===== config.mk =====
export PLATFORM = sky130hd
export DESIGN_NAME = raster_rle_byte_decoder
export DESIGN_NICKNAME = d
export VERILOG_FILES = /design/src/rtl/core/rrle_pkg.sv /design/src/rtl/core/raster_rle_byte_decoder.sv /design/src/rtl/core/rrle_ctrl.sv /design/src/rtl/core/rrle_dp.sv
export SDC_FILE = /design/constraint.sdc
export NUM_CORES = 1
export LEC_CHECK = 0
export ABC_AREA = 0
export BUFFER_PORTS_ARGS = -buffer_cell sky130_fd_sc_hd__buf_2
export CAP_MARGIN = 10
export CELL_PAD_IN_SITES_DETAIL_PLACEMENT = 1
export CELL_PAD_IN_SITES_GLOBAL_PLACEMENT = 1
export CORE_ASPECT_RATIO = 0.7
export CORE_MARGIN = 2
export CORE_UTILIZATION = 50
export DETAILED_ROUTE_END_ITERATION = 12
export PLACE_DENSITY = 0.88
export SYNTH_ARGS = -nofsm -noshare
export SYNTH_HDL_FRONTEND = slang
export SYNTH_SLANG_ARGS = --single-unit

===== constraint.sdc =====
create_clock -name clk -period 16.3 [get_ports clk]
set_clock_uncertainty 0.05 [all_clocks]
set_input_delay 3.26 -clock clk [delete_from_list [all_inputs] [get_ports clk]]
set_output_delay 3.26 -clock clk [all_outputs]
set_load 0.005 [all_outputs]

===== src/rtl/core/rrle_pkg.sv =====
// Shared types and constants for the raster RLE byte decoder.
// No dependencies; imported by rrle_ctrl, rrle_dp and raster_rle_byte_decoder.
package rrle_pkg;

	localparam int BYTE_W       = 8;
	localparam int LEN_W        = 9;
	localparam int CFG_W        = 16;
	localparam int CFG_IDX_W    = 2;

	localparam logic [BYTE_W-1:0] ESCAPE_BYTE    = 8'h80;
	localparam logic [CFG_W-1:0]  MIN_LINE_BYTES = 16'd16;
	localparam logic [CFG_W-1:0]  RST_LINE_BYTES = 16'd16;
	localparam logic [CFG_W-1:0]  RST_LINE_TOTAL = 16'd1;

	typedef enum logic [CFG_IDX_W-1:0] {
		REG_LINE_BYTES = 2'd0,
		REG_LINE_TOTAL = 2'd1
	} cfg_reg_t;

	typedef enum logic [1:0] {
		PH_PLAIN = 2'd0,
		PH_ESC   = 2'd1,
		PH_VALUE = 2'd2
	} phase_t;

	typedef enum logic {
		ST_IDLE = 1'b0,
		ST_RUN  = 1'b1
	} ctrl_state_t;

	typedef struct packed {
		logic take_byte;
		logic emit_piece;
	} ctrl_cmd_t;

	typedef struct packed {
		logic run_start;
		logic piece_last;
	} dp_status_t;

endpackage


===== src/rtl/core/raster_rle_byte_decoder.sv =====
// Top level of the raster RLE byte decoder: ties controller and datapath to the ports.
// Depends on rrle_pkg, rrle_ctrl and rrle_dp.
//
// Decodes an escape-coded byte stream (0x80 escape; escape 0 is a literal 0x80,
// escape n v is n+1 copies of v) into run pieces cut at line ends, marked with
// end_of_line, end_of_image and last. A byte that decodes to a run holds the
// input while its pieces are emitted. The piece loop runs through one shared
// subtract/compare unit, one piece per cycle while the output register is free,
// and a full output register lets the next byte be taken while the last beat
// waits. Escape and count bytes produce no beat. Configuration writes are
// taken every cycle (cfg_ready is tied high); index 0 sets line_bytes (below
// 16 reads as 16), index 1 sets line_total (0 reads as 1).
module raster_rle_byte_decoder (
	input  logic                           clk,
	input  logic                           arst_n,
	input  logic                           cfg_valid,
	output logic                           cfg_ready,
	input  logic [rrle_pkg::CFG_IDX_W-1:0] cfg_index,
	input  logic [rrle_pkg::CFG_W-1:0]     cfg_data,
	input  logic                           in_valid,
	output logic                           in_ready,
	input  logic [rrle_pkg::BYTE_W-1:0]    in_byte,
	output logic                           out_valid,
	input  logic                           out_ready,
	output logic [rrle_pkg::BYTE_W-1:0]    run_value,
	output logic [rrle_pkg::LEN_W-1:0]     run_length,
	output logic                           end_of_line,
	output logic                           end_of_image,
	output logic                           last
);
	import rrle_pkg::*;

	ctrl_cmd_t  cmd;
	dp_status_t status;

	assign cfg_ready = 1'b1;

	rrle_ctrl u_ctrl (
		.clk       (clk),
		.arst_n    (arst_n),
		.in_valid  (in_valid),
		.in_ready  (in_ready),
		.out_valid (out_valid),
		.out_ready (out_ready),
		.status    (status),
		.cmd       (cmd)
	);

	rrle_dp u_dp (
		.clk          (clk),
		.arst_n       (arst_n),
		.cfg_valid    (cfg_valid),
		.cfg_index    (cfg_index),
		.cfg_data     (cfg_data),
		.in_byte      (in_byte),
		.cmd          (cmd),
		.status       (status),
		.run_value    (run_value),
		.run_length   (run_length),
		.end_of_line  (end_of_line),
		.end_of_image (end_of_image),
		.last         (last)
	);

endmodule


===== src/rtl/core/rrle_ctrl.sv =====
// Controller for the raster RLE byte decoder: byte intake and piece emission sequencing.
// Owns the output valid flag. Depends on rrle_pkg.
module rrle_ctrl (
	input  logic                clk,
	input  logic                arst_n,
	input  logic                in_valid,
	output logic                in_ready,
	output logic                out_valid,
	input  logic                out_ready,
	input  rrle_pkg::dp_status_t status,
	output rrle_pkg::ctrl_cmd_t  cmd
);
	import rrle_pkg::*;

	ctrl_state_t state_q, state_nxt;
	logic        out_valid_q;
	logic        out_free;

	assign out_free  = !out_valid_q || out_ready;
	assign out_valid = out_valid_q;

	always_comb begin
		state_nxt = state_q;
		unique case (state_q)
			ST_IDLE: begin
				if (cmd.take_byte && status.run_start)
					state_nxt = ST_RUN;
			end
			ST_RUN: begin
				if (cmd.emit_piece && status.piece_last)
					state_nxt = ST_IDLE;
			end
			default: state_nxt = ST_IDLE;
		endcase
	end

	always_comb begin
		in_ready       = 1'b0;
		cmd.take_byte  = 1'b0;
		cmd.emit_piece = 1'b0;
		unique case (state_q)
			ST_IDLE: begin
				in_ready      = 1'b1;
				cmd.take_byte = in_valid;
			end
			ST_RUN: begin
				cmd.emit_piece = out_free;
			end
			default: ;
		endcase
	end

	always_ff @(posedge clk or negedge arst_n) begin
		if (!arst_n) begin
			state_q     <= ST_IDLE;
			out_valid_q <= 1'b0;
		end else begin
			state_q <= state_nxt;
			if (cmd.emit_piece)
				out_valid_q <= 1'b1;
			else if (out_ready)
				out_valid_q <= 1'b0;
		end
	end

endmodule


===== src/rtl/core/rrle_dp.sv =====
// Datapath for the raster RLE byte decoder: escape decode, line/image counters,
// run splitting and the output beat register. Depends on rrle_pkg.
module rrle_dp (
	input  logic                          clk,
	input  logic                          arst_n,
	input  logic                          cfg_valid,
	input  logic [rrle_pkg::CFG_IDX_W-1:0] cfg_index,
	input  logic [rrle_pkg::CFG_W-1:0]     cfg_data,
	input  logic [rrle_pkg::BYTE_W-1:0]    in_byte,
	input  rrle_pkg::ctrl_cmd_t            cmd,
	output rrle_pkg::dp_status_t           status,
	output logic [rrle_pkg::BYTE_W-1:0]    run_value,
	output logic [rrle_pkg::LEN_W-1:0]     run_length,
	output logic                          end_of_line,
	output logic                          end_of_image,
	output logic                          last
);
	import rrle_pkg::*;

	logic [CFG_W-1:0]  line_bytes_q, line_total_q;
	phase_t            phase_q;
	logic [BYTE_W-1:0] pending_q;
	logic [CFG_W-1:0]  pos_q, idx_q;
	logic [BYTE_W-1:0] value_q;
	logic [LEN_W-1:0]  remain_q;

	// byte decode
	phase_t            phase_nxt;
	logic [BYTE_W-1:0] pending_nxt;
	logic              run_start;
	logic [BYTE_W-1:0] run_val_nxt;
	logic [LEN_W-1:0]  run_len_nxt;

	always_comb begin
		phase_nxt   = PH_PLAIN;
		pending_nxt = '0;
		run_start   = 1'b0;
		run_val_nxt = in_byte;
		run_len_nxt = LEN_W'(1);
		unique case (phase_q)
			PH_ESC: begin
				if (in_byte == '0) begin
					run_start   = 1'b1;
					run_val_nxt = ESCAPE_BYTE;
				end else begin
					phase_nxt   = PH_VALUE;
					pending_nxt = in_byte;
				end
			end
			PH_VALUE: begin
				run_start   = 1'b1;
				run_len_nxt = {1'b0, pending_q} + LEN_W'(1);
			end
			default: begin
				if (in_byte == ESCAPE_BYTE)
					phase_nxt = PH_ESC;
				else
					run_start = 1'b1;
			end
		endcase
	end

	// piece split against the current line
	logic [CFG_W-1:0] width, lines, room;
	logic [LEN_W-1:0] piece, remain_nxt;
	logic [CFG_W:0]   pos_sum, idx_inc;
	logic             eol, eoi;

	always_comb begin
		width = (line_bytes_q < MIN_LINE_BYTES) ? MIN_LINE_BYTES : line_bytes_q;
		lines = (line_total_q == '0) ? CFG_W'(1) : line_total_q;
		// position left past the line end by a config change: one byte closes it
		room  = (pos_q < width) ? (width - pos_q) : CFG_W'(1);
		if (CFG_W'(remain_q) < room)
			piece = remain_q;
		else
			piece = room[LEN_W-1:0];
		pos_sum    = {1'b0, pos_q} + (CFG_W+1)'(piece);
		idx_inc    = {1'b0, idx_q} + (CFG_W+1)'(1);
		eol        = (pos_sum >= {1'b0, width}) || (CFG_W'(piece) == room);
		eoi        = eol && (idx_inc >= {1'b0, lines});
		remain_nxt = eoi ? '0 : (remain_q - piece);
	end

	assign status.run_start  = run_start;
	assign status.piece_last = (remain_nxt == '0);

	always_ff @(posedge clk or negedge arst_n) begin
		if (!arst_n) begin
			line_bytes_q <= RST_LINE_BYTES;
			line_total_q <= RST_LINE_TOTAL;
			phase_q      <= PH_PLAIN;
			pending_q    <= '0;
			pos_q        <= '0;
			idx_q        <= '0;
		end else begin
			if (cfg_valid) begin
				if (cfg_index == REG_LINE_BYTES)
					line_bytes_q <= cfg_data;
				else if (cfg_index == REG_LINE_TOTAL)
					line_total_q <= cfg_data;
			end
			if (cmd.take_byte) begin
				phase_q   <= phase_nxt;
				pending_q <= pending_nxt;
			end else if (cmd.emit_piece) begin
				if (eoi) begin
					phase_q   <= PH_PLAIN;
					pending_q <= '0;
				end
				if (eol)
					pos_q <= '0;
				else
					pos_q <= pos_sum[CFG_W-1:0];
				if (eoi)
					idx_q <= '0;
				else if (eol)
					idx_q <= idx_inc[CFG_W-1:0];
			end
		end
	end

	// run registers and output beat register
	always_ff @(posedge clk) begin
		if (cmd.take_byte) begin
			value_q  <= run_val_nxt;
			remain_q <= run_len_nxt;
		end else if (cmd.emit_piece) begin
			remain_q <= remain_nxt;
		end
		if (cmd.emit_piece) begin
			run_value    <= value_q;
			run_length   <= piece;
			end_of_line  <= eol;
			end_of_image <= eoi;
			last         <= (remain_nxt == '0);
		end
	end

endmodule


# Word-level counts from Yosys, hierarchy flattened
# Cells that the tools add are included.
dict set report op_classes {
  n_addsub 5
  n_lt_le_gt_ge 5
  n_eq_ne 5
  mux 35
  bitwise 3
  reduce_logical 19
}
# operator count
set ops {}
lappend ops {{two-way mux 16 bit} 6}
lappend ops {{two-way mux 8 bit} 7}
lappend ops {{two-way mux 9 bit} 5}
lappend ops {{greater-or-equal comparator 17 x 16 -> 1 bit} 2}
lappend ops {{adder 16 x 1 -> 17 bit, second input constant} 1}
lappend ops {{adder 16 x 9 -> 17 bit} 1}
lappend ops {{== test 9 x 16 -> 1 bit} 1}
lappend ops {{zero test 16 bit} 1}
lappend ops {{less-than comparator 16 bit} 1}
lappend ops {{less-than comparator 16 x 5 -> 1 bit, second input constant} 1}
lappend ops {{less-than comparator 9 x 16 -> 1 bit} 1}
lappend ops {{subtractor 16 bit} 1}
lappend ops {{two-way mux 1 bit} 10}
lappend ops {{adder 8 x 1 -> 9 bit, second input constant} 1}
lappend ops {{zero test 9 bit} 1}
lappend ops {{subtractor 9 bit} 1}
lappend ops {{== test 8 bit, second input constant} 1}
lappend ops {{zero test 8 bit} 1}
lappend ops {{two-way mux 2 bit} 4}
lappend ops {{nonzero test 2 bit} 4}
lappend ops {{AND reduction 2 bit} 3}
lappend ops {{AND reduction 3 bit} 2}
lappend ops {{== test 2 x 1 -> 1 bit, second input constant} 2}
lappend ops {{case mux 1 bit (2 select lines)} 2}
lappend ops {{other kinds (7)} 12}
dict set report word_totals {
  regBits 113
}

# Logic depth before layout (Yosys ltp)
# Gate-level depths: netlist (run 1).
dict set report logic_depth {
  ltp_word 15
  ltp_mapped 46
  depth_no_buf 43
}

# Hierarchy
# From an unflattened synthesis (run 1), not the netlist that was laid out.
dict set report unflattened {
  cells_unflattened 931
  hier_area_um2 8539.4
}
# module instances cells_each area_each_um2 seq_area_each_um2
set modules_own_cells {}
lappend modules_own_cells {rrle_dp 1 920 8431.8 2965.3}
lappend modules_own_cells {rrle_ctrl 1 9 96.3 50.0}
lappend modules_own_cells {raster_rle_byte_decoder 1 2 11.3 0.0}

# Worst setup path after synthesis (run 1)
# Ideal clock, no wire load.
dict set report synth_path {
  kind {register to register}
  start {register u_dp.line_bytes_q[6]}
  end {register u_dp.last, data pin}
  arrival_ns 8.654
  required_time_ns 15.994
  setup_slack_ns 7.340
  path_stages_with_launch 41
  period_less_slack_ns 8.960
  path_cell_list {dfrtp_1 > or4_4 > o31ai_1 > xor2_1 > ha_1 > nand3_1 > and2_1 > o21a_1 > o311ai_0 > and2_1 > inv_1 > ha_1 > nand2_1 > a211oi_1 > a221o_1 > a31oi_1 > nor2_1 > buf_2 > (+5 left out) > o21a_1 > o41a_1 > a31oi_1 > or3_1 > clkbuf_1 > nor2_1 > xnor2_1 > ha_1 > nand2_1 > nor4_1 > a221oi_1 > o21ai_0 > a211o_1 > a211oi_1 > a211o_4 > buf_6 > nor2_2 > a41o_1}
}
# item line_no
set synth_rtl {}
lappend synth_rtl {{from (decl)} rrle_dp.sv:20} ;# logic [CFG_W-1:0] line_bytes_q, line_total_q;
lappend synth_rtl {{from (signal assigned)} rrle_dp.sv:99} ;# line_bytes_q <= cfg_data;
lappend synth_rtl {{to (signal assigned)} rrle_dp.sv:136} ;# last <= (remain_nxt == '0);
lappend synth_rtl {{to (decl)} rrle_dp.sv:16} ;# output logic last

# Worst setup path after layout (run 1)
dict set report layout_path {
  start {register u_dp.line_bytes_q[13]}
  end {register u_dp.remain_q[5], data pin}
}
dict set report layout_via {
  elab_chain_len 13
}
# item line_no
set layout_lines {}
lappend layout_lines {{less-than comparator 16 x 5 -> 1 bit} rrle_dp.sv:70} ;# width = (line_bytes_q < MIN_LINE_BYTES) ? MIN_LINE_BYTES : line_bytes_q;
lappend layout_lines {{two-way mux 16 bit *} rrle_dp.sv:70}
lappend layout_lines {{subtractor 16 bit or less-than comparator 16 bit (tied branches)} rrle_dp.sv:73} ;# room = (pos_q < width) ? (width - pos_q) : CFG_W'(1);
lappend layout_lines {{two-way mux 16 bit *} rrle_dp.sv:73}
lappend layout_lines {{less-than comparator 9 x 16 -> 1 bit} rrle_dp.sv:74} ;# if (CFG_W'(remain_q) < room)
lappend layout_lines {{two-way mux 9 bit *} rrle_dp.sv:74}
lappend layout_lines {{via u_dp.piece[1]} rrle_dp.sv:65} ;# logic [LEN_W-1:0] piece, remain_nxt;
lappend layout_lines {{adder 16 x 9 -> 17 bit} rrle_dp.sv:78} ;# pos_sum = {1'b0, pos_q} + (CFG_W+1)'(piece);
lappend layout_lines {{greater-or-equal comparator 17 x 16 -> 1 bit} rrle_dp.sv:80} ;# eol = (pos_sum >= {1'b0, width}) || (CFG_W'(piece) == room);
lappend layout_lines {{logical OR 1 bit} rrle_dp.sv:80}
lappend layout_lines {{logical AND 1 bit} rrle_dp.sv:81} ;# eoi = eol && (idx_inc >= {1'b0, lines});
lappend layout_lines {{two-way mux 9 bit *} rrle_dp.sv:82} ;# remain_nxt = eoi ? '0 : (remain_q - piece);
lappend layout_lines {{two-way mux 9 bit *} rrle_dp.sv:128} ;# end else if (cmd.emit_piece) begin
lappend layout_lines {{two-way mux 9 bit *} rrle_dp.sv:125} ;# if (cmd.take_byte) begin
lappend layout_lines {{to (signal assigned)} rrle_dp.sv:127} ;# remain_q <= run_len_nxt;
lappend layout_lines {{to (signal assigned)} rrle_dp.sv:129} ;# remain_q <= remain_nxt;
lappend layout_lines {{to (decl)} rrle_dp.sv:25} ;# logic [LEN_W-1:0] remain_q;
# The timed path passes the listed nets; every way through them passes the cells marked *. The select of a mux whose other input is x is not followed.
# A chain may end at the register's enable or synchronous reset.

==> results by group, run 1 <==
Cells and area
  – Layout cells sized above 1: 14.5%
  – P&R area growth vs syn: 12.9%
  – Commonest cells after routing, fill and taps aside: inv_1 (78), ha_1 (77), dfrtp_1 (74), nand2_1 (70), o21ai_0 (60)
  – Ant diodes: 0
  – Most common cell after layout, fill and taps aside: inv_1
  – Post-route cell area: 9210 um2
  – Nets: 1025
  – Final Instance Count excl. Fillers: 1153

Logic synthesis
  – Mapped cell area: 8160 um2
  – Largest family of logic cells by synthesized area: compound AO/OA/AOI/OAI gates
  – Sequential fraction of the synthesis area: 36.9%
  – Unique masters post-synth: 85
  – Leading area contributor after synthesis: dfrtp_1
  – Number of synthesized flops with an enable pin: 37
  – Syn nets: 992
  – Avg Cell Area, Syn: 9.25 um2
  – Ys async rst share: 67.3%
  – Share of the synthesized area in the top cell type: 22.7%
  – Mux cell area share after synthesis: 5.60%
  – Cells after synthesis: 882
  – Ys Warns: 0
  – Synth Area in Adders: 12.4%
  – Ys flop type: dfrtp_1
  – Post-synthesis xor/xnor area fraction: 5.15%
  – Simple-gate share of the synthesized area: 15.8%
  – #FFs+latches synth: 113
  – Top cells by area, synth: dfrtp_1 (23%), edfxtp_1 (14%), ha_1 (12%)
  – Post-synthesis compound-gate area fraction: 18.1%

Clock network
  – Clk sinks: 113
  – CTS Root Buffer Type: clkbuf_16
  – Clock-pin slew on the worst setup and hold paths: 70 ps
  – Later-pin clock latency in the skew report: 440 ps
  – Number of setup buffers added after CTS: 0
  – Post_cts resized: 0
  – CTS HTree Levels: 4
  – CTS tree: built
  – Clock tree buffer depth: 2
  – Inserted Clock Buffers: 17
  – Hold Buf Count CTS: 0

Global route
  – Initial antenna violation count: 1
  – GRT overflow: 0
  – Largest net degree at the start of global routing: 77
  – First-pass GRT wire length: 46100 um
  – Total GRT Usage: 35.1%
  – Vias in the first global route: 7795

Run
  – # Max-Cap Violations: 0

Worst setup path
  – CP Capture Type: register
  – Critical path data arrival time: 11610 ps
  – Crit path max-delay family: compound AO/OA/AOI/OAI gates
  – Worst path required time: 16410 ps
  – Critical path's largest stage delay: 860 ps
  – Crit-path slowest cell: a21oi_1
  – Worst r2r src: u_dp.line_bytes_q[13]
  – Crit path launch: u_dp.line_bytes_q[13]
  – Crit path launch type: register
  – Max FO, Critical Path: 34
  – CP most frequent cell: nor2_1
  – Worst reg-to-reg setup slack: 4800 ps
  – WS Path Type: reg -> reg
  – Worst Path Buf+Inv: 1

STA
  – Fmax: 87.0 MHz
  – RSZ-0062 raised after global routing: no
  – Crit path time final: 11500 ps
  – Final Hold Vio Count: 0
  – Max-Slew Margin vs Limit: 31.8%
  – Worst Tran Pin Value: 1020 ps
  – Worst hold slack: 377 ps
  – Fin. max-slew vios: 0
  – Fin crit share: 70.6%
  – Fin Setup TNS: 0 ps
  – Final setup vio count: 0

Floorplanning
  – Chip Height: 111 um
  – Rows: 39
  – IO Count: 54
  – Core Area: 16200 um2
  – Die area: 17400 um2
  – Chip width: 157 um
  – Initial Util: 50.5%

Route
  – Via count: 7506
  – Final antenna-violating net count: 0
  – DRT Pass-1 Iters: 7
  – Wire length per cell: 25.4 um
  – Vias per cell: 6.51
  – DRC: 0
  – Final WL: 29300 um
  – Initial DRC count: 704

Min path
  – Min-delay src: u_dp.value_q[6]
  – HP Class: reg -> reg

Placed design
  – Placed instance area: 8560 um2
  – Port bufs: 52
  – Placed Cells: 1121
  – Final GP Congestion: 0.925
  – Detailed Place HPWL: 19000 um

Outcome
  – Outcome: complete, no violations
==> worst reg2reg max path: cells and delay by family (launching register included) <==
family / cells / cell delay, ps
mux: 1 / 730
simple gates: 15 / 3310
xor+xnor: 1 / 170
compound gates: 17 / 5000
fa+ha+maj: 4 / 1500
flops: 1 / 410
buf+inv: 1 / 70
==> metrics by stage <==
stage | setup slack (ps) | util, %
after global placement | 6510 | 53.0
after CTS | 5180 | 57.0
after global routing | 4120 | 57.0
final | 4800 | 57.0
after detailed placement | 5860 | 53.0
after floorplan | 7340 | -
==> path summary, 6_finish.rpt <==
check | endpoint | cells past startpoint
setup reg to reg | u_dp.remain_q[5] | 39
hold reg to reg | u_dp.run_value[6] | 0
hold / removal | u_dp.run_value[6] | 0
min in group asynchronous | u_dp.idx_q[1] | 1
max in group asynchronous | u_dp.line_total_q[14] | 1
setup / recovery | u_dp.remain_q[5] | 39
==> Yosys cell counts (3+ instances only) <==
library cell,count
inv_1,78
ha_1,77
dfrtp_1,74
nand2_1,70
o21ai_0,60
a21oi_1,45
nor2_1,42
nand3_1,39
edfxtp_1,37
clkbuf_1,33
xnor2_1,32
mux2_2,29
nor3_1,18
xor2_1,16
a21o_1,15
nor4_1,14
mux2i_1,13
and3_1,12
o21ai_1,12
nand2b_1,11
nand4_1,11
nor2b_1,10
o21a_1,10
o22ai_1,8
a211oi_1,6
and2_1,6
o21bai_1,6
o31ai_1,6
a31oi_1,4
buf_2,4
or3_1,4
or4_1,4
a2111o_1,3
a211o_1,3
a221o_1,3
a311oi_1,3
o211ai_1,3
o31a_1,3
==> final cells by class <==
| type | count | area (um2) |
|---|---|---|
| Fill cell | 1846 | 6940 |
| Timing Repair Buffer | 55 | 285 |
| Tap cell | 225 | 282 |
| Multi-Input combinational cell | 647 | 4680 |
| Clock buffer | 17 | 425 |
| Inverter | 81 | 307 |
| Sequential cell | 113 | 3020 |
| Clock inverter | 15 | 223 |
==> state kept, by name, indices dropped and copies added (netlist names) <==
signal and count:
u_ctrl.out_valid 1, u_ctrl.state_q 1, u_dp.end_of_image 1, u_dp.end_of_line 1, u_dp.idx_q 16, u_dp.last 1
u_dp.line_bytes_q 16, u_dp.line_total_q 16, u_dp.pending_q 8, u_dp.phase_q 2, u_dp.pos_q 16, u_dp.remain_q 9
u_dp.run_length 9, u_dp.run_value 8, u_dp.value_q 8
==> cell families (layout without fill, tap and decap cells) <==
group | count (synthesis) | after routing
multiplexers | 42 | 42
flip-flops | 113 | 113
AND/OR/NAND/NOR | 255 | 255
other | 1 | 1
AO/OA/AOI/OAI | 221 | 221
XOR/XNOR | 48 | 48
buffers and inverters | 122 | 168
adder cells (fa/ha/maj) | 80 | 80
==> per-layer routing <==
metal | track usage (%) | wire [um]
met5 | 0 | 0
met4 | 12.7 | 862
met3 | 8.64 | 2260
met2 | 54.1 | 13400
met1 | 47.9 | 12700
Power of run 1 is left out: the tool's default activity adds up to more than one toggle a clock period on the data nets, which glitch-free logic cannot reach.
==> run 2: changes to the inputs <==
--- a/config.mk
+++ b/config.mk
@@ -12,9 +12,9 @@
 export CELL_PAD_IN_SITES_GLOBAL_PLACEMENT = 1
 export CORE_ASPECT_RATIO = 0.7
 export CORE_MARGIN = 2
-export CORE_UTILIZATION = 50
+export CORE_UTILIZATION = 48
 export DETAILED_ROUTE_END_ITERATION = 12
-export PLACE_DENSITY = 0.88
+export PLACE_DENSITY = 0.85
 export SYNTH_ARGS = -nofsm -noshare
 export SYNTH_HDL_FRONTEND = slang
 export SYNTH_SLANG_ARGS = --single-unit
==> constraint.sdc (replaced) <==
create_clock -name clk -period 11.09 [get_ports clk]
set_clock_uncertainty 0.05 [all_clocks]
set_input_delay 2.218 -clock clk [delete_from_list [all_inputs] [get_ports clk]]
set_output_delay 2.218 -clock clk [all_outputs]
set_load 0.005 [all_outputs]
==> run 2 against run 1 <==
Routed wire length is 7.3% lower. Design area grew 0.12%. Register-to-register slack lost 4300 ps. Critical path depth grew 3. Core utilization decreased by 1.1 points. Via count shrank 3.2%. Count of clock-buffer cells in the layout unchanged. Fmax increased by 8.6%. Worst setup slack got worse by 4300 ps. Non-clock buffer count grew 5. Sequential cell count stayed put. Worst hold slack barely moved.
==> results by group, run 2 (synthesis gave the netlist of run 1 again) <==
Placed design
  – Detailed Place HPWL: 19400 um
  – Setup slack at placement: 473 ps
  – Placed Cells: 1121
  – Port bufs: 52
  – Final GP Congestion: 0.959

Outcome
  – Outcome: complete, no violations

Global route
  – GRT overflow: 0
  – Initial antenna violation count: 0
  – Vias in the first global route: 7465
  – Largest net degree at the start of global routing: 77
  – First-pass GRT wire length: 42500 um
  – Total GRT Usage: 30.3%

Floorplanning
  – Die area: 18100 um2
  – Rows: 39
  – Chip width: 160 um
  – Chip Height: 113 um
  – Initial Util: 49.5%
  – IO Count: 54
  – Core Area: 16500 um2

Worst setup path
  – Worst path required time: 11390 ps
  – Max FO, Critical Path: 17
  – Critical path's largest stage delay: 580 ps
  – CP Capture Type: register
  – WS Path Type: reg -> reg
  – Crit path launch type: register
  – Critical path data arrival time: 10890 ps
  – Crit-path slowest cell: o21ai_0

Route
  – DRT Pass-1 Iters: 6
  – DRC: 0
  – Wire length per cell: 23.4 um
  – Initial DRC count: 714
  – Final WL: 27100 um
  – Metal-1 WL: 12600 um
  – Met3 wire len: 1850 um
  – Final antenna-violating net count: 0
  – Detail Route met2 WL: 12200 um
  – Highest metal used: met4
  – Vias per cell: 6.27
  – Via count: 7267

STA
  – Fin crit share: 95.5%
  – Worst hold slack: 377 ps
  – Fin. max-slew vios: 0
  – Crit path time final: 10590 ps
  – Final setup vio count: 0
  – Fmax: 94.4 MHz
  – Final Hold Vio Count: 0
  – Worst Tran Pin Value: 1030 ps
  – Max-Slew Margin vs Limit: 31.5%
  – Final worst slack: 498 ps

Cells and area
  – P&R area growth vs syn: 13.0%
  – Most common cell after layout, fill and taps aside: inv_1
  – # fillers: 1917
  – Ant diodes: 0
  – Layout cells sized above 1: 15.7%
  – Nets: 1031
  – Commonest cells after routing, fill and taps aside: inv_1 (78), ha_1 (77), dfrtp_1 (74), nand2_1 (70), o21ai_0 (60)
  – Final Instance Count excl. Fillers: 1159

Clock network
  – Clock-pin slew on the worst setup and hold paths: 60 ps
  – Clock tree buffer depth: 2
  – Later-pin clock latency in the skew report: 440 ps
  – CTS Root Buffer Type: clkbuf_16
  – Clk sinks: 113
  – CTS tree: built
  – Hold Buf Count CTS: 0
  – CTS HTree Levels: 4
  – Inserted Clock Buffers: 17

Run
  – # Max-Cap Violations: 0

Min path
  – HP Class: reg -> reg
[run 2: area by class of cell]
cell class / instances / area (um2) / share of cell area (%)
clock inverter: 15 / 153 / 1.65
sequential: 113 / 3020 / 32.7
timing repair buffer: 60 / 323 / 3.50
inverter: 81 / 307 / 3.32
multi-input combinational: 648 / 4720 / 51.2
tap: 225 / 282 / 3.05
clock buffer: 17 / 425 / 4.61
[run 2: timing repair]
item / in CTS / in global routing
setup buffers: 0 / 5
gates resized for setup: 0 / 9
endpoints found under the hold margin: 0 / 0
setup endpoints to repair: 0 / 55
[run 2: worst max-delay path, delay by kind of cell (launching register included)]
kind | cells | cell delay (ps)
compound gates | 18 | 4920
simple gates | 14 | 2820
fa+ha+maj | 4 | 1160
buf+inv | 4 | 480
flops | 1 | 430
mux | 1 | 370
xor+xnor | 1 | 230
[run 2: worst paths after layout]
check	start	endpoint	slack, ps	cells after the start
max reg2reg	u_dp.line_bytes_q[6]	u_dp.pos_q[11]	500	42
min	u_dp.value_q[7]	u_dp.run_value[7]	380	0
max	u_dp.line_bytes_q[6]	u_dp.pos_q[11]	500	42
min in group asynchronous	arst_n	u_dp.idx_q[5]	1870	1
max in group asynchronous	arst_n	u_dp.line_bytes_q[10]	8440	1
min reg2reg	u_dp.value_q[7]	u_dp.run_value[7]	380	0
[run 2: routing by layer]
| layer | global-route usage (%) | vias up |
|---|---|---|
| met5 | 0 | - |
| met1 | 43.6 | 3691 |
| li1 | - | 3266 |
| met4 | 8.41 | 0 |
| met3 | 5.28 | 33 |
| met2 | 47.5 | 277 |
[run 2: per-stage QoR]
stage               instance area (um2)  TNS [ps]  util, %
finish                             9220         0     55.9
global route                       9220     -31.3     55.9
CTS                                9140         0     55.4
detailed placement                 8560         0     51.9
global placement                   8560         0     51.9
floorplan                          8160         0        -
Power of run 2 is left out for the same reason.
==> run 3: changes to the inputs <==
--- a/config.mk
+++ b/config.mk
@@ -14,6 +14,7 @@
 export CORE_MARGIN = 2
 export CORE_UTILIZATION = 48
 export DETAILED_ROUTE_END_ITERATION = 12
+export MAX_ROUTING_LAYER = met4
 export PLACE_DENSITY = 0.85
 export SYNTH_ARGS = -nofsm -noshare
 export SYNTH_HDL_FRONTEND = slang
==> run 3 against run 2 <==
Non-clock buffer count is 5 lower. Critical path depth fell by 2. Count of clock-buffer cells in the layout up 4. Routed wire length shrank 3.6%. Sequential share of layout area is 0.28 points higher. Die area unchanged. Cell count is 0.52% lower. Design area decreased by 0.84%. Via count shrank 2.3%. First-iteration DRC count is 9.8% lower.
==> results by group, run 3 (synthesis gave the netlist of run 1 again) <==
Outcome
  – Outcome: complete, no violations

STA
  – RSZ-0062 raised after global routing: no
  – Fin Setup TNS: 0 ps
  – Fin crit share: 94.1%
  – Fin. max-slew vios: 0
  – Final setup vio count: 0
  – Crit path time final: 10440 ps
  – Fmax: 95.8 MHz
  – Max-Slew Margin vs Limit: 30.1%
  – Final Hold Vio Count: 0
  – Worst Tran Pin Value: 1040 ps

Worst setup path
  – CP Capture Type: register
  – Critical path's largest stage delay: 530 ps
  – Critical path data arrival time: 10710 ps
  – Crit path launch type: register
  – Crit-path slowest cell: a211oi_1
  – WS Path Type: reg -> reg
  – Max FO, Critical Path: 34
  – Worst reg-to-reg setup slack: 650 ps
  – Worst path required time: 11360 ps

Cells and area
  – # fillers: 1897
  – P&R area growth vs syn: 12.1%
  – Most common cell after layout, fill and taps aside: inv_1
  – Commonest cells after routing, fill and taps aside: inv_1 (78), ha_1 (77), dfrtp_1 (74), nand2_1 (70), o21ai_0 (60)
  – Seq. cell area: 3020 um2
  – Layout cells sized above 1: 14.7%
  – Ant diodes: 0
  – Multi-input gate area in the final layout: 4700 um2
  – Nets: 1025

Min path
  – HP Class: reg -> reg

Floorplanning
  – Core Area: 16500 um2
  – Chip width: 160 um
  – Die area: 18100 um2
  – Rows: 39
  – Initial Util: 49.5%
  – IO Count: 54
  – Chip Height: 113 um

Global route
  – Largest net degree at the start of global routing: 77
  – Vias in the first global route: 7401
  – Total GRT Usage: 30.8%
  – GRT overflow: 0
  – Initial antenna violation count: 0
  – First-pass GRT wire length: 41600 um

Clock network
  – Clock-pin slew on the worst setup and hold paths: 60 ps
  – Clk sinks: 113
  – Later-pin clock latency in the skew report: 430 ps
  – Inserted Clock Buffers: 17
  – CTS Root Buffer Type: clkbuf_16
  – CTS HTree Levels: 4
  – Hold Buf Count CTS: 0
  – CTS tree: built
  – Clock tree buffer depth: 2

Route
  – DRC: 0
  – DRT Pass-1 Iters: 5
  – Wire length per cell: 22.7 um
  – Final WL: 26100 um
  – Vias per cell: 6.16
  – Final antenna-violating net count: 0
  – Initial DRC count: 644
  – Via count: 7101

Run
  – # Max-Cap Violations: 0

Placed design
  – Final GP Congestion: 0.966
  – Detailed Place HPWL: 19200 um
  – Port bufs: 52
## run 3: per-layer routing
| metal | GRT usage [%] | vias to the layer above | part of all wire [%] |
|---|---|---|---|
| met4 | 10.0 | 0 | 2.5 |
| met1 | 42.5 | 3579 | 48 |
| li1 | - | 3260 | - |
| met2 | 45.9 | 207 | 44 |
| met5 | - | - | 0 |
| met3 | 6.01 | 55 | 5.6 |
## run 3: timing repair
action                     4_1_cts  5_1_grt
setup endpoints to repair        0       55
resized for setup                0        5
buffers inserted                 0        0
## run 3: critical path, delay by kind of cell, from the launching register on
family	cells	cell delay, ps
muxes	1	450
buffers and inverters	3	320
and+or+nand+nor	11	2760
DFF	1	410
adders and majority gates	4	1220
AOI/OAI and AO/OA	20	4860
xor gates and xnor gates	1	220
## run 3: per-stage QoR
| step | util, % | instances | worst slack (ps) | hold slack, ps | instance area, um2 |
|---|---|---|---|---|---|
| 4_1_cts | 55.3 | 1153 | 261 | 373 | 9120 |
| 3_5_place_dp | 51.9 | 1121 | 512 | 357 | 8560 |
| 3_3_place_gp | 51.9 | 1121 | 1080 | 351 | 8560 |
| 2_1_floorplan | - | 882 | 2130 | 350 | 8160 |
| 6_report | 55.5 | 1153 | 655 | 371 | 9150 |
| 5_1_grt | 55.5 | 1153 | 81.5 | 385 | 9150 |
## run 3: final cells by class
type                    instances  share of cell area (%)
clock buffers                  21                    4.92
clock inverters                11                    1.18
inverters                      81                    3.35
multi-input cells             647                    51.4
flip-flops and latches        113                    33.0
well taps                     225                    3.08
repair buffers                 55                    3.12
## run 3: path summary, 6_finish.rpt
path / cells past startpoint / end / from
setup / recovery: 40 / u_dp.pos_q[9] / u_dp.line_bytes_q[6]
hold / removal: 0 / u_dp.run_value[7] / u_dp.value_q[7]
setup reg to reg: 40 / u_dp.pos_q[9] / u_dp.line_bytes_q[6]
hold reg to reg: 0 / u_dp.run_value[7] / u_dp.value_q[7]
max in group asynchronous: 1 / u_dp.line_bytes_q[6] / arst_n
min in group asynchronous: 1 / u_dp.idx_q[5] / arst_n
Power of run 3 is left out for the same reason.
